[src/hdl/imu_sample_accumulate_average_core_macros.svh]
`ifndef IMU_SAMPLE_ACCUMULATE_AVERAGE_CORE_MACROS_SVH
`define IMU_SAMPLE_ACCUMULATE_AVERAGE_CORE_MACROS_SVH

// check expr in the same cycle as cond
`define IMU_ACC_ASSERT_IMPLY(label, clk, rst, cond, expr, msg) \
   label: assert property (@(posedge clk) disable iff (rst) (cond) |-> (expr)) \
      else $error(msg);

// check expr in the cycle after cond
`define IMU_ACC_ASSERT_NEXT(label, clk, rst, cond, expr, msg) \
   label: assert property (@(posedge clk) disable iff (rst) (cond) |=> (expr)) \
      else $error(msg);

`endif

[src/hdl/imu_acc_pkg.sv]
package imu_acc_pkg;

   localparam int NUM_CHANNELS       = 6;
   localparam int NUM_AXES           = 3;
   localparam int ADDR_BITS          = 3;
   localparam int COUNT_BITS_DEFAULT = 16;
   localparam int SUM_BITS_DEFAULT   = 32;
   localparam int SCALE_BITS         = 24;
   localparam int RESULT_BITS        = 24;
   localparam int RAW_BITS           = 16;
   localparam int TIME_BITS          = 32;
   localparam int SAMPLES_BITS       = 16;
   localparam int DEN_SHIFT          = 8;
   localparam int CSR_DATA_BITS      = 32;
   localparam int CSR_INDEX_BITS     = 2;
   localparam int REQ_DATA_BITS      = TIME_BITS + NUM_CHANNELS * RAW_BITS;
   localparam int REQ_USER_BITS      = 2;
   localparam int RSP_DATA_BITS      = NUM_CHANNELS * RESULT_BITS + SAMPLES_BITS;
   localparam int RSP_USER_BITS      = 1;

   localparam logic [TIME_BITS-1:0]  INTERVAL_RESET    = 32'd5000;
   localparam logic                  LAYOUT_RESET      = 1'b0;
   localparam logic [SCALE_BITS-1:0] GYRO_SCALE_RESET  = 24'd17853;
   localparam logic [SCALE_BITS-1:0] ACCEL_SCALE_RESET = 24'd40183;

   typedef enum logic [CSR_INDEX_BITS-1:0] {
      CSR_SAMPLE_INTERVAL,
      CSR_BOARD_LAYOUT,
      CSR_GYRO_SCALE,
      CSR_ACCEL_SCALE
   } csr_index_type;

   typedef enum logic {
      MODE_SAMPLE,
      MODE_READOUT
   } mode_type;

   typedef struct packed {
      logic                 rd_en;
      logic [ADDR_BITS-1:0] rd_addr;
      logic                 wr_en;
      logic [ADDR_BITS-1:0] wr_addr;
      logic                 clear_all;
   } mem_ctrl_type;

endpackage

[src/hdl/imu_acc_sum_mem.sv]
module imu_acc_sum_mem
   import imu_acc_pkg::*;
#(
   parameter int SUM_BITS = SUM_BITS_DEFAULT
) (
   input  logic                clock,
   input  logic                reset,
   input  mem_ctrl_type        ctrl,
   input  logic [SUM_BITS-1:0] wr_data,
   output logic [SUM_BITS-1:0] rd_data
);

   logic [SUM_BITS-1:0]     sum_ram [NUM_CHANNELS];
   logic [SUM_BITS-1:0]     rd_data_ff;
   logic                    rd_valid_ff;
   logic [NUM_CHANNELS-1:0] valid_ff;

   always_ff @(posedge clock) begin
      if (ctrl.wr_en) begin
         sum_ram[ctrl.wr_addr] <= wr_data;
      end
      if (ctrl.rd_en) begin
         rd_data_ff <= sum_ram[ctrl.rd_addr];
      end
   end

   always_ff @(posedge clock) begin
      if (reset) begin
         valid_ff    <= '0;
         rd_valid_ff <= 1'b0;
      end else begin
         if (ctrl.clear_all) begin
            valid_ff <= '0;
         end else if (ctrl.wr_en) begin
            valid_ff[ctrl.wr_addr] <= 1'b1;
         end
         if (ctrl.rd_en) begin
            rd_valid_ff <= valid_ff[ctrl.rd_addr];
         end
      end
   end

   assign rd_data = rd_valid_ff ? rd_data_ff : '0;

endmodule

[src/hdl/imu_acc_scaler.sv]
module imu_acc_scaler
   import imu_acc_pkg::*;
#(
   parameter int SUM_BITS   = SUM_BITS_DEFAULT,
   parameter int COUNT_BITS = COUNT_BITS_DEFAULT
) (
   input  logic                   clock,
   input  logic                   reset,
   input  logic                   start,
   input  logic [SUM_BITS-1:0]    sum,
   input  logic                   flip,
   input  logic [SCALE_BITS-1:0]  scale,
   input  logic [COUNT_BITS-1:0]  count,
   output logic                   done,
   output logic [RESULT_BITS-1:0] result
);

   localparam int LO_BITS   = (SUM_BITS + 1) / 2;
   localparam int HI_BITS   = SUM_BITS - LO_BITS;
   localparam int ACC_BITS  = SUM_BITS + SCALE_BITS + 1;
   localparam int NSH_BITS  = ACC_BITS - DEN_SHIFT;
   localparam int QUOT_BITS = RESULT_BITS;
   localparam int NUM_BITS  = (NSH_BITS > COUNT_BITS + QUOT_BITS) ? NSH_BITS
                                                                  : COUNT_BITS + QUOT_BITS;
   localparam int STEP_BITS = $clog2(QUOT_BITS);

   localparam logic [RESULT_BITS-1:0] POS_MAX = {1'b0, {(RESULT_BITS-1){1'b1}}};
   localparam logic [RESULT_BITS-1:0] NEG_MAX = {1'b1, {(RESULT_BITS-1){1'b0}}};

   typedef enum logic [2:0] {
      SC_IDLE,
      SC_MUL_LO,
      SC_MUL_HI,
      SC_ADD,
      SC_CHECK,
      SC_DIV,
      SC_FINISH
   } scaler_state_type;

   scaler_state_type             state_ff, state_in;
   logic                         done_ff, done_in;
   logic [RESULT_BITS-1:0]       result_ff, result_in;
   logic                         neg_ff, neg_in;
   logic [SUM_BITS-1:0]          mag_ff, mag_in;
   logic [SCALE_BITS-1:0]        scale_ff, scale_in;
   logic [COUNT_BITS-1:0]        count_ff, count_in;
   logic [LO_BITS+SCALE_BITS-1:0] pp_lo_ff, pp_lo_in;
   logic [HI_BITS+SCALE_BITS-1:0] pp_hi_ff, pp_hi_in;
   logic [NUM_BITS-1:0]          num_ff, num_in;
   logic [COUNT_BITS-1:0]        rem_ff, rem_in;
   logic [QUOT_BITS-1:0]         quot_ff, quot_in;
   logic [STEP_BITS-1:0]         step_ff, step_in;
   logic                         sat_ff, sat_in;

   logic [ACC_BITS-1:0]          acc_sum;
   logic [NUM_BITS-1:0]          limit;
   logic [COUNT_BITS:0]          trial;
   logic [COUNT_BITS:0]          trial_diff;
   logic                         qbit;

   always_comb begin
      state_in  = state_ff;
      done_in   = 1'b0;
      result_in = result_ff;
      neg_in    = neg_ff;
      mag_in    = mag_ff;
      scale_in  = scale_ff;
      count_in  = count_ff;
      pp_lo_in  = pp_lo_ff;
      pp_hi_in  = pp_hi_ff;
      num_in    = num_ff;
      rem_in    = rem_ff;
      quot_in   = quot_ff;
      step_in   = step_ff;
      sat_in    = sat_ff;

      acc_sum = ACC_BITS'({pp_hi_ff, {LO_BITS{1'b0}}}) + ACC_BITS'(pp_lo_ff)
              + (ACC_BITS'(count_ff) << (DEN_SHIFT - 1));
      limit      = NUM_BITS'(count_ff) << QUOT_BITS;
      trial      = {rem_ff, quot_ff[QUOT_BITS-1]};
      trial_diff = trial - {1'b0, count_ff};
      qbit       = (trial >= {1'b0, count_ff});

      case (state_ff)
         SC_IDLE: begin
            if (start) begin
               neg_in   = sum[SUM_BITS-1] ^ flip;
               mag_in   = sum[SUM_BITS-1] ? SUM_BITS'(~sum + SUM_BITS'(1)) : sum;
               scale_in = scale;
               count_in = count;
               state_in = SC_MUL_LO;
            end
         end
         SC_MUL_LO: begin
            pp_lo_in = mag_ff[LO_BITS-1:0] * scale_ff;
            state_in = SC_MUL_HI;
         end
         SC_MUL_HI: begin
            pp_hi_in = mag_ff[SUM_BITS-1:LO_BITS] * scale_ff;
            state_in = SC_ADD;
         end
         SC_ADD: begin
            num_in   = NUM_BITS'(acc_sum[ACC_BITS-1:DEN_SHIFT]);
            state_in = SC_CHECK;
         end
         SC_CHECK: begin
            if (num_ff >= limit) begin
               sat_in   = 1'b1;
               state_in = SC_FINISH;
            end else begin
               sat_in   = 1'b0;
               rem_in   = num_ff[QUOT_BITS +: COUNT_BITS];
               quot_in  = num_ff[QUOT_BITS-1:0];
               step_in  = '0;
               state_in = SC_DIV;
            end
         end
         SC_DIV: begin
            rem_in  = qbit ? trial_diff[COUNT_BITS-1:0] : trial[COUNT_BITS-1:0];
            quot_in = {quot_ff[QUOT_BITS-2:0], qbit};
            step_in = step_ff + 1'b1;
            if (step_ff == STEP_BITS'(QUOT_BITS - 1)) begin
               state_in = SC_FINISH;
            end
         end
         SC_FINISH: begin
            done_in = 1'b1;
            if (neg_ff) begin
               result_in = (sat_ff || quot_ff > NEG_MAX) ? NEG_MAX
                                                        : RESULT_BITS'(~quot_ff + 1'b1);
            end else begin
               result_in = (sat_ff || quot_ff[QUOT_BITS-1]) ? POS_MAX : quot_ff;
            end
            state_in = SC_IDLE;
         end
         default: begin
            state_in = SC_IDLE;
         end
      endcase
   end

   always_ff @(posedge clock) begin
      result_ff <= result_in;
      neg_ff    <= neg_in;
      mag_ff    <= mag_in;
      scale_ff  <= scale_in;
      count_ff  <= count_in;
      pp_lo_ff  <= pp_lo_in;
      pp_hi_ff  <= pp_hi_in;
      num_ff    <= num_in;
      rem_ff    <= rem_in;
      quot_ff   <= quot_in;
      step_ff   <= step_in;
      sat_ff    <= sat_in;
      if (reset) begin
         state_ff <= SC_IDLE;
         done_ff  <= 1'b0;
      end else begin
         state_ff <= state_in;
         done_ff  <= done_in;
      end
   end

   assign done   = done_ff;
   assign result = result_ff;

endmodule

[src/hdl/imu_sample_accumulate_average_core.sv]
// Six-channel inertial sample accumulator with scaled averaging readout.
// req channel: one word per item. A sample word (mode 0) is rate limited by its
// time stamp against the programmed interval; a passing sample updates the stored
// time and, unless its read-failed flag is set, is added into six running sums.
// A readout word (mode 1) produces one rsp word with the six scaled averages and
// the sample count, then clears the sums and the count.
// A dropped or failed sample leaves req_tready high; an accumulated sample keeps
// req_tready low while the sum memory is read, updated and written back one
// channel per cycle. A readout scales each channel in turn by one memory read,
// a hand-off, two partial-product multiplies, an add, a range check, a 24-step
// restoring divide by the sample count and a finish step (the divide is skipped
// when the quotient saturates).
// An empty readout skips the scaling and answers with no_data set.
// The finished word sits in an output register; the next req word is taken while
// it waits, but a later readout holds in its final state until rsp_tready frees it.
// Reset: sums and count empty, stored time zero, registers at defaults; the
// csr port takes writes at any time and has no read-back.
`include "imu_sample_accumulate_average_core_macros.svh"

module imu_sample_accumulate_average_core
   import imu_acc_pkg::*;
#(
   parameter int COUNT_BITS = COUNT_BITS_DEFAULT,
   parameter int SUM_BITS   = SUM_BITS_DEFAULT
) (
   input  logic                      clock,
   input  logic                      reset,
   input  logic                      csr_we,
   input  logic [CSR_INDEX_BITS-1:0] csr_index,
   input  logic [CSR_DATA_BITS-1:0]  csr_wdata,
   input  logic                      req_tvalid,
   output logic                      req_tready,
   // now_us, accel_x_raw, accel_y_raw, accel_z_raw, gyro_x_raw, gyro_y_raw, gyro_z_raw
   input  logic [REQ_DATA_BITS-1:0]  req_tdata,
   // mode, read_failed
   input  logic [REQ_USER_BITS-1:0]  req_tuser,
   output logic                      rsp_tvalid,
   input  logic                      rsp_tready,
   // rate_x, rate_y, rate_z, accel_x, accel_y, accel_z, samples_averaged
   output logic [RSP_DATA_BITS-1:0]  rsp_tdata,
   // no_data
   output logic [RSP_USER_BITS-1:0]  rsp_tuser
);

   localparam int CNT_EXT_BITS = (COUNT_BITS > SAMPLES_BITS) ? COUNT_BITS : SAMPLES_BITS;

   typedef enum logic [2:0] {
      ST_IDLE,
      ST_ACC,
      ST_RD_ADDR,
      ST_RD_DATA,
      ST_SCALE,
      ST_FIN
   } state_type;

   state_type               state_ff, state_in;
   logic [ADDR_BITS-1:0]    idx_ff, idx_in;
   logic [COUNT_BITS-1:0]   count_ff, count_in;
   logic [TIME_BITS-1:0]    last_time_ff, last_time_in;
   logic [TIME_BITS-1:0]    interval_ff, interval_in;
   logic                    layout_ff, layout_in;
   logic [SCALE_BITS-1:0]   gyro_scale_ff, gyro_scale_in;
   logic [SCALE_BITS-1:0]   accel_scale_ff, accel_scale_in;
   logic                    nodata_ff, nodata_in;
   logic                    rsp_tvalid_ff, rsp_tvalid_in;

   logic [RAW_BITS-1:0]      smp_ff [NUM_CHANNELS];
   logic [RAW_BITS-1:0]      smp_in [NUM_CHANNELS];
   logic [RESULT_BITS-1:0]   res_ff [NUM_CHANNELS];
   logic [RESULT_BITS-1:0]   res_in [NUM_CHANNELS];
   logic [RSP_DATA_BITS-1:0] rsp_tdata_ff, rsp_tdata_in;
   logic [RSP_USER_BITS-1:0] rsp_tuser_ff, rsp_tuser_in;

   mem_ctrl_type            mem_ctrl;
   logic [SUM_BITS-1:0]     mem_wr_data;
   logic [SUM_BITS-1:0]     mem_rd_data;

   logic                    scale_start;
   logic                    scale_done;
   logic [RESULT_BITS-1:0]  scale_result;
   logic                    chan_flip_sel;
   logic [SCALE_BITS-1:0]   chan_scale_sel;

   logic                    req_accept;
   logic [TIME_BITS-1:0]    elapsed;
   logic                    gate_pass;
   logic [ADDR_BITS-1:0]    wr_idx;
   logic [RAW_BITS-1:0]     smp_sel;
   logic [COUNT_BITS-1:0]   count_next;
   logic                    out_free;
   logic                    out_load;
   logic [CNT_EXT_BITS-1:0] count_ext;
   logic [SAMPLES_BITS-1:0] samples_sat;
   logic [RSP_DATA_BITS-1:0] rsp_packed;

   function automatic logic [ADDR_BITS-1:0] chan_lane(input logic [ADDR_BITS-1:0] j);
      return (j < ADDR_BITS'(NUM_AXES)) ? j : ADDR_BITS'(j - ADDR_BITS'(NUM_AXES));
   endfunction

   function automatic logic [ADDR_BITS-1:0] chan_addr(input logic [ADDR_BITS-1:0] j,
                                                      input logic layout);
      logic [ADDR_BITS-1:0] base;
      logic [ADDR_BITS-1:0] lane;
      logic [ADDR_BITS-1:0] pick;
      base = (j < ADDR_BITS'(NUM_AXES)) ? ADDR_BITS'(NUM_AXES) : '0;
      lane = chan_lane(j);
      case (lane)
         ADDR_BITS'(0): pick = layout ? ADDR_BITS'(1) : ADDR_BITS'(0);
         ADDR_BITS'(1): pick = layout ? ADDR_BITS'(0) : ADDR_BITS'(1);
         default:       pick = ADDR_BITS'(2);
      endcase
      return base + pick;
   endfunction

   function automatic logic chan_flip(input logic [ADDR_BITS-1:0] j, input logic layout);
      logic [ADDR_BITS-1:0] lane;
      lane = chan_lane(j);
      return (lane == ADDR_BITS'(0)) ? !layout : (lane == ADDR_BITS'(2));
   endfunction

   imu_acc_sum_mem #(
      .SUM_BITS (SUM_BITS)
   ) u_sum_mem (
      .clock   (clock),
      .reset   (reset),
      .ctrl    (mem_ctrl),
      .wr_data (mem_wr_data),
      .rd_data (mem_rd_data)
   );

   imu_acc_scaler #(
      .SUM_BITS   (SUM_BITS),
      .COUNT_BITS (COUNT_BITS)
   ) u_scaler (
      .clock  (clock),
      .reset  (reset),
      .start  (scale_start),
      .sum    (mem_rd_data),
      .flip   (chan_flip_sel),
      .scale  (chan_scale_sel),
      .count  (count_ff),
      .done   (scale_done),
      .result (scale_result)
   );

   assign req_tready = (state_ff == ST_IDLE);
   assign req_accept = req_tvalid && req_tready;
   assign elapsed    = req_tdata[TIME_BITS-1:0] - last_time_ff;
   assign gate_pass  = (elapsed >= interval_ff);
   assign wr_idx     = ADDR_BITS'(idx_ff - 1'b1);
   assign smp_sel    = smp_ff[wr_idx];
   assign count_next = COUNT_BITS'(count_ff + 1'b1);
   assign out_free   = !rsp_tvalid_ff || rsp_tready;
   assign out_load   = (state_ff == ST_FIN) && out_free;
   assign mem_wr_data = mem_rd_data + {{(SUM_BITS-RAW_BITS){smp_sel[RAW_BITS-1]}}, smp_sel};
   assign chan_flip_sel  = chan_flip(idx_ff, layout_ff);
   assign chan_scale_sel = (idx_ff < ADDR_BITS'(NUM_AXES)) ? gyro_scale_ff : accel_scale_ff;

   assign count_ext   = CNT_EXT_BITS'(count_ff);
   assign samples_sat = (count_ext > CNT_EXT_BITS'({SAMPLES_BITS{1'b1}}))
                        ? {SAMPLES_BITS{1'b1}} : count_ext[SAMPLES_BITS-1:0];
   assign rsp_packed  = nodata_ff ? '0
                        : {samples_sat, res_ff[5], res_ff[4], res_ff[3],
                           res_ff[2], res_ff[1], res_ff[0]};

   always_comb begin
      state_in       = state_ff;
      idx_in         = idx_ff;
      count_in       = count_ff;
      last_time_in   = last_time_ff;
      interval_in    = interval_ff;
      layout_in      = layout_ff;
      gyro_scale_in  = gyro_scale_ff;
      accel_scale_in = accel_scale_ff;
      nodata_in      = nodata_ff;
      smp_in         = smp_ff;
      res_in         = res_ff;
      mem_ctrl       = '0;
      scale_start    = 1'b0;

      if (csr_we) begin
         case (csr_index_type'(csr_index))
            CSR_SAMPLE_INTERVAL: interval_in    = csr_wdata[TIME_BITS-1:0];
            CSR_BOARD_LAYOUT:    layout_in      = csr_wdata[0];
            CSR_GYRO_SCALE:      gyro_scale_in  = csr_wdata[SCALE_BITS-1:0];
            CSR_ACCEL_SCALE:     accel_scale_in = csr_wdata[SCALE_BITS-1:0];
            default: ;
         endcase
      end

      case (state_ff)
         ST_IDLE: begin
            if (req_accept) begin
               for (int c = 0; c < NUM_CHANNELS; c++) begin
                  smp_in[c] = req_tdata[TIME_BITS + c*RAW_BITS +: RAW_BITS];
               end
               if (mode_type'(req_tuser[0]) == MODE_READOUT) begin
                  idx_in = '0;
                  if (count_ff == '0) begin
                     nodata_in = 1'b1;
                     state_in  = ST_FIN;
                  end else begin
                     nodata_in = 1'b0;
                     state_in  = ST_RD_ADDR;
                  end
               end else if (gate_pass) begin
                  last_time_in = req_tdata[TIME_BITS-1:0];
                  if (!req_tuser[1]) begin
                     idx_in   = '0;
                     state_in = ST_ACC;
                  end
               end
            end
         end
         ST_ACC: begin
            if (idx_ff < ADDR_BITS'(NUM_CHANNELS)) begin
               mem_ctrl.rd_en   = 1'b1;
               mem_ctrl.rd_addr = idx_ff;
            end
            if (idx_ff != '0) begin
               mem_ctrl.wr_en   = 1'b1;
               mem_ctrl.wr_addr = wr_idx;
            end
            idx_in = ADDR_BITS'(idx_ff + 1'b1);
            if (idx_ff == ADDR_BITS'(NUM_CHANNELS)) begin
               count_in = count_next;
               if (count_next == '0) begin
                  mem_ctrl.clear_all = 1'b1;
               end
               state_in = ST_IDLE;
            end
         end
         ST_RD_ADDR: begin
            mem_ctrl.rd_en   = 1'b1;
            mem_ctrl.rd_addr = chan_addr(idx_ff, layout_ff);
            state_in         = ST_RD_DATA;
         end
         ST_RD_DATA: begin
            scale_start = 1'b1;
            state_in    = ST_SCALE;
         end
         ST_SCALE: begin
            if (scale_done) begin
               res_in[idx_ff] = scale_result;
               if (idx_ff == ADDR_BITS'(NUM_CHANNELS - 1)) begin
                  state_in = ST_FIN;
               end else begin
                  idx_in   = ADDR_BITS'(idx_ff + 1'b1);
                  state_in = ST_RD_ADDR;
               end
            end
         end
         ST_FIN: begin
            if (out_free) begin
               mem_ctrl.clear_all = 1'b1;
               count_in           = '0;
               state_in           = ST_IDLE;
            end
         end
         default: begin
            state_in = ST_IDLE;
         end
      endcase

      rsp_tvalid_in = out_load ? 1'b1 : (rsp_tready ? 1'b0 : rsp_tvalid_ff);
      rsp_tdata_in  = out_load ? rsp_packed : rsp_tdata_ff;
      rsp_tuser_in  = out_load ? RSP_USER_BITS'(nodata_ff) : rsp_tuser_ff;
   end

   always_ff @(posedge clock) begin
      smp_ff       <= smp_in;
      res_ff       <= res_in;
      rsp_tdata_ff <= rsp_tdata_in;
      rsp_tuser_ff <= rsp_tuser_in;
      if (reset) begin
         state_ff       <= ST_IDLE;
         idx_ff         <= '0;
         count_ff       <= '0;
         last_time_ff   <= '0;
         interval_ff    <= INTERVAL_RESET;
         layout_ff      <= LAYOUT_RESET;
         gyro_scale_ff  <= GYRO_SCALE_RESET;
         accel_scale_ff <= ACCEL_SCALE_RESET;
         nodata_ff      <= 1'b0;
         rsp_tvalid_ff  <= 1'b0;
      end else begin
         state_ff       <= state_in;
         idx_ff         <= idx_in;
         count_ff       <= count_in;
         last_time_ff   <= last_time_in;
         interval_ff    <= interval_in;
         layout_ff      <= layout_in;
         gyro_scale_ff  <= gyro_scale_in;
         accel_scale_ff <= accel_scale_in;
         nodata_ff      <= nodata_in;
         rsp_tvalid_ff  <= rsp_tvalid_in;
      end
   end

   assign rsp_tvalid = rsp_tvalid_ff;
   assign rsp_tdata  = rsp_tdata_ff;
   assign rsp_tuser  = rsp_tuser_ff;

   `IMU_ACC_ASSERT_NEXT(a_readout_starts, clock, reset, req_accept && req_tuser[0], state_ff == ST_RD_ADDR || state_ff == ST_FIN, "readout word did not start a readout")
   `IMU_ACC_ASSERT_NEXT(a_load_clears, clock, reset, out_load, rsp_tvalid_ff && count_ff == '0, "readout load did not clear the count")
   `IMU_ACC_ASSERT_IMPLY(a_done_in_wait, clock, reset, scale_done, state_ff == ST_SCALE, "scaler finished outside its wait state")

endmodule

[config.mk]
export PLATFORM = sky130hd
export DESIGN_NAME = imu_sample_accumulate_average_core
export DESIGN_NICKNAME = d
export VERILOG_FILES = /design/src/hdl/imu_acc_pkg.sv /design/src/hdl/imu_acc_sum_mem.sv /design/src/hdl/imu_acc_scaler.sv /design/src/hdl/imu_sample_accumulate_average_core.sv
export VERILOG_INCLUDE_DIRS = /design/src /design/src/hdl
export SDC_FILE = /design/constraint.sdc
export NUM_CORES = 2
export LEC_CHECK = 0
export BUFFER_PORTS_ARGS = -buffer_cell sky130_fd_sc_hd__clkbuf_2
export CORE_MARGIN = 2
export CORE_UTILIZATION = 55
export CTS_BUF_LIST = sky130_fd_sc_hd__clkbuf_8
export DETAILED_ROUTE_END_ITERATION = 8
export PLACE_DENSITY_LB_ADDON = 0.12
export SETUP_SLACK_MARGIN = 0.3
export SLEW_MARGIN = 20
export SYNTH_ARGS = -nofsm -noshare
export SYNTH_HDL_FRONTEND = slang
export SYNTH_SLANG_ARGS = --single-unit
[constraint.sdc]
create_clock -name clock -period 20.1 [get_ports clock]
set_input_delay 1.005 -clock clock [delete_from_list [all_inputs] [get_ports clock]]
set_output_delay 1.005 -clock clock [all_outputs]
set_load 0.1 [all_outputs]
==> run_results.csv <==
group,metric,value,unit
worst_setup_path,reg2reg_from,"u_scaler.mag_ff[22]$_DFFE_PP_",
yosys,synth-seq-cells,1038,
worst_setup_path,path_cells,"nand2_1 > fa_1 > inv_1 > fa_1 > inv_1 > fa_1 > fa_1 > inv_1 > fa_1 > inv_1 > fa_1 > inv_1 > ha_1 > a21o_1 > a211o_1 > a221o_1 > o211a_1 > o2111ai_1 > or3b_2 > a211oi_1 > nor2_1",
grt,grt_pass1_wl,272000,um
cts,clk_path_buf_depth,3,
die,start_util,0.552,
worst_setup_path,timing.critical_path.slowest_stage_cell,"edfxtp_1",
sta,skew,62.5,ps
worst_setup_path,cp-startpoint,"u_scaler.mag_ff[22]$_DFFE_PP_",
die,die-height,364,um
detailed_routing,viasPerCell,5.50,
die,rows,132,
min_path,hold_path_class,"input pin to flop",
sta,rsz0062_at_grt,"false",
worst_setup_path,cp.depth,21,
yosys,synth_warnings,0,
flow_run,drv_cap,0,
yosys,synth.distinct_cells,86,
cts,cts_buffers,170,
worst_setup_path,ff2ff_setup_slack,12840,ps
placed_design,gp_congestion,0.880,
sta,slew-limit-headroom,0.232,
detailed_routing,wl_per_cell,20.2,um
yosys,synthCells,6512,
layout,fin_area,0.0781,mm^2
yosys,syn_area,0.0712,mm^2
detailed_routing,ant_nets,0,
sta,layout_min_cycle_time,7260,ps
sta,fmax,0.138,GHz
sta,final_hold_viol_count,0,
layout,nets,7999,
worst_setup_path,reg2reg_to,"u_scaler.pp_hi_ff[31]$_DFFE_PP_",
pwr,power.leakage,0.0330,uW
yosys,synth_most_common_cell,"edfxtp_1",
status,status,"completed",
detailed_routing,drt_first_pass_iters,5,
sta,setup_tns,0,ps
layout,fillers,10707,
yosys,synth_async_sr_flop_share,0,
placed_design,io_buffers,331,
cts,cts_tree,"yes",
placed_design,dp_hpwl,127000,um
yosys,seq_area_frac_synth,0.417,
cts,root_buffer,"clkbuf_8",
sta,tightest_slew,1150,ps
sta,setup-violations-final,0,
cts,cts_resized,0,
worst_setup_path,cp_top_family,"adder cells",
worst_setup_path,max_stage_delay,1090,ps
grt,first_global_vias,48414,
cts,clock_sink_count,1038,
cts,insertion_delay,950,ps
worst_setup_path,path_max_fanout,24,
cts,clk_pin_slew,70,ps
layout,layout.cells.non_filler,8678,
cts,ctsHoldBuffers,0,
sta,period_share,0.361,
layout,final_layout_size_suffix_gt1_frac,0.111,
worst_setup_path,cpMostUsedCell,"fa_1",
worst_setup_path,cp.required,20770,ps
placed_design,place_area,0.0747,mm^2
cts,htreeDepth,4,
detailed_routing,first_iter_violations,3479,
die,die_w,364,um
yosys,syn_avg_cell_area,10.9,um^2
pwr,powerDensity,100,mW/mm^2
yosys,yosys_most_used_dff,"edfxtp_1",
grt,grtUsageTotal,0.268,
detailed_routing,post-route-drc-count,0,
placed_design,dp.cells,8360,
pwr,ir_drop,0.0858,mV
cts,post_cts_buffers,0,
layout,areaGrowthSynthToFinish,9.72,%
die,pin_count,332,
worst_setup_path,r2r_cells,21,
worst_setup_path,startpoint_type,"flop",
yosys,syn_nets,7721,
die,die_area,0.132,mm^2
detailed_routing,routed_wl,175000,um
grt,grt_max_degree,121,
yosys,synth_common_cells,"edfxtp_1, nand2_1, inv_1",
worst_setup_path,crit_type,"flop to flop",
sta,slew_viol_final,0,
yosys,synthTopCellsByArea,"edfxtp_1, fa_1, ha_1",
yosys,netlist.area_leader.share,0.375,
grt,grt.overflow.total,0,
layout,multi_input_area,0.0374,mm^2
worst_setup_path,cp-end-kind,"flop",
detailed_routing,vias,47758,
worst_setup_path,worstPathArrival,7930,ps
layout,regArea,0.0297,mm^2
worst_setup_path,crit_end,"u_scaler.pp_hi_ff[31]$_DFFE_PP_",
die,core,0.129,mm^2
yosys,synth_edf_count,890,
yosys,yosysTopAreaCell,"edfxtp_1",
worst_setup_path,cp_num_buf_inv,5,
grt,antenna_found_initial,5,
## placed cells by master, fill, tap and decap left out, types with 90 or more instances in the layout
| cell type | instances |
|---|---|
| nor2b_1 | 197 |
| clkbuf_8 | 190 |
| and2_1 | 385 |
| dfxtp_1 | 145 |
| ha_1 | 417 |
| a21o_1 | 93 |
| inv_1 | 909 |
| fa_1 | 623 |
| clkbuf_2 | 330 |
| nand3_1 | 90 |
| edfxtp_1 | 890 |
| nand2_1 | 882 |
| o21ai_0 | 177 |
| xnor2_1 | 143 |
| a21oi_1 | 311 |
| nor2_1 | 203 |
## registers in the layout, summed over array words and instances, names as in the netlist, 32 cells and up
register / cells
interval_ff: 32
res_ff: 144
u_scaler.pp_hi_ff: 40
rsp_tdata: 160
u_sum_mem.rd_data_ff: 32
u_scaler.mag_ff: 32
smp_ff: 96
u_scaler.num_ff: 49
last_time_ff: 32
u_scaler.pp_lo_ff: 33
u_sum_mem.sum_ram: 192
## area by class of cell
cell class	instances	area share
tap	1742	0.0279
clock buffer	190	0.0335
antenna	9	0.000288
inverter	857	0.0412
clock inverter	119	0.0104
sequential	1038	0.380
multi-input combinational	4318	0.478
timing repair buffer	405	0.0284
## report_power, final
part / switching, uW / internal (uW) / leakage (uW)
combinational: 2000 / 1190 / 0.0217
clock: 887 / 953 / 0.00195
sequential: 86.6 / 2700 / 0.00932
## worst min-delay path by stage
| stage | from | endpoint | slack, ps | cells past startpoint |
|---|---|---|---|---|
| after CTS | req_tdata[120] | smp_ff[8]$_DFFE_PP_ | 140 | 1 |
| after detailed placement | gyro_scale_ff[9]$_SDFFE_PP0P_ | gyro_scale_ff[9]$_SDFFE_PP0P_ | 450 | 2 |
| after global routing | req_tdata[50] | smp_ff[66]$_DFFE_PP_ | 190 | 1 |
| after floorplan | nodata_ff$_SDFFE_PP0P_ | rsp_tuser$_DFFE_PP_ | 410 | 0 |
| final | req_tdata[33] | smp_ff[81]$_DFFE_PP_ | 230 | 1 |
| after global placement | gyro_scale_ff[6]$_SDFFE_PP0P_ | gyro_scale_ff[6]$_SDFFE_PP0P_ | 440 | 2 |
## cells by family after synthesis
group | count (synthesis) | share of synthesized area
muxes | 148 | 0.0299
adders and majority gates | 1040 | 0.248
DFF | 1038 | 0.417
AOI/OAI and AO/OA | 857 | 0.0754
and+or+nand+nor | 2063 | 0.142
buffers and inverters | 1156 | 0.0611
xor gates and xnor gates | 210 | 0.0258
## per-layer routing
| metal | routed length [um] | share of wire | up-vias | track usage |
|---|---|---|---|---|
| li1 | - | - | 22345 | - |
| met1 | 73900 | 0.42 | 23603 | 0.354 |
| met2 | 84700 | 0.48 | 1497 | 0.443 |
| met3 | 11200 | 0.064 | 309 | 0.0526 |
| met4 | 5340 | 0.030 | 4 | 0.0928 |
| met5 | 25 | 0.00014 | - | 0 |
## metrics by stage
stage | util | total power, uW | hold slack, ps | setup slack [ps]
4_1_cts | 0.606 | 7860 | 140 | 12890
6_report | 0.606 | 7820 | 229 | 12840
5_1_grt | 0.606 | 8340 | 194 | 12560
3_5_place_dp | 0.579 | 6000 | 447 | 12880
3_3_place_gp | 0.579 | 5950 | 440 | 12910
2_1_floorplan | - | 5140 | 406 | 13670
## worst reg2reg max path: cells and delay by family, from the launching register on
kind,cells,cell delay [ps]
and+or+nand+nor,3,730
adders and majority gates,7,3500
buffers and inverters,5,270
DFF,1,1090
AOI/OAI and AO/OA,6,1440
No activity file was read; power rests on OpenSTA's default activity.
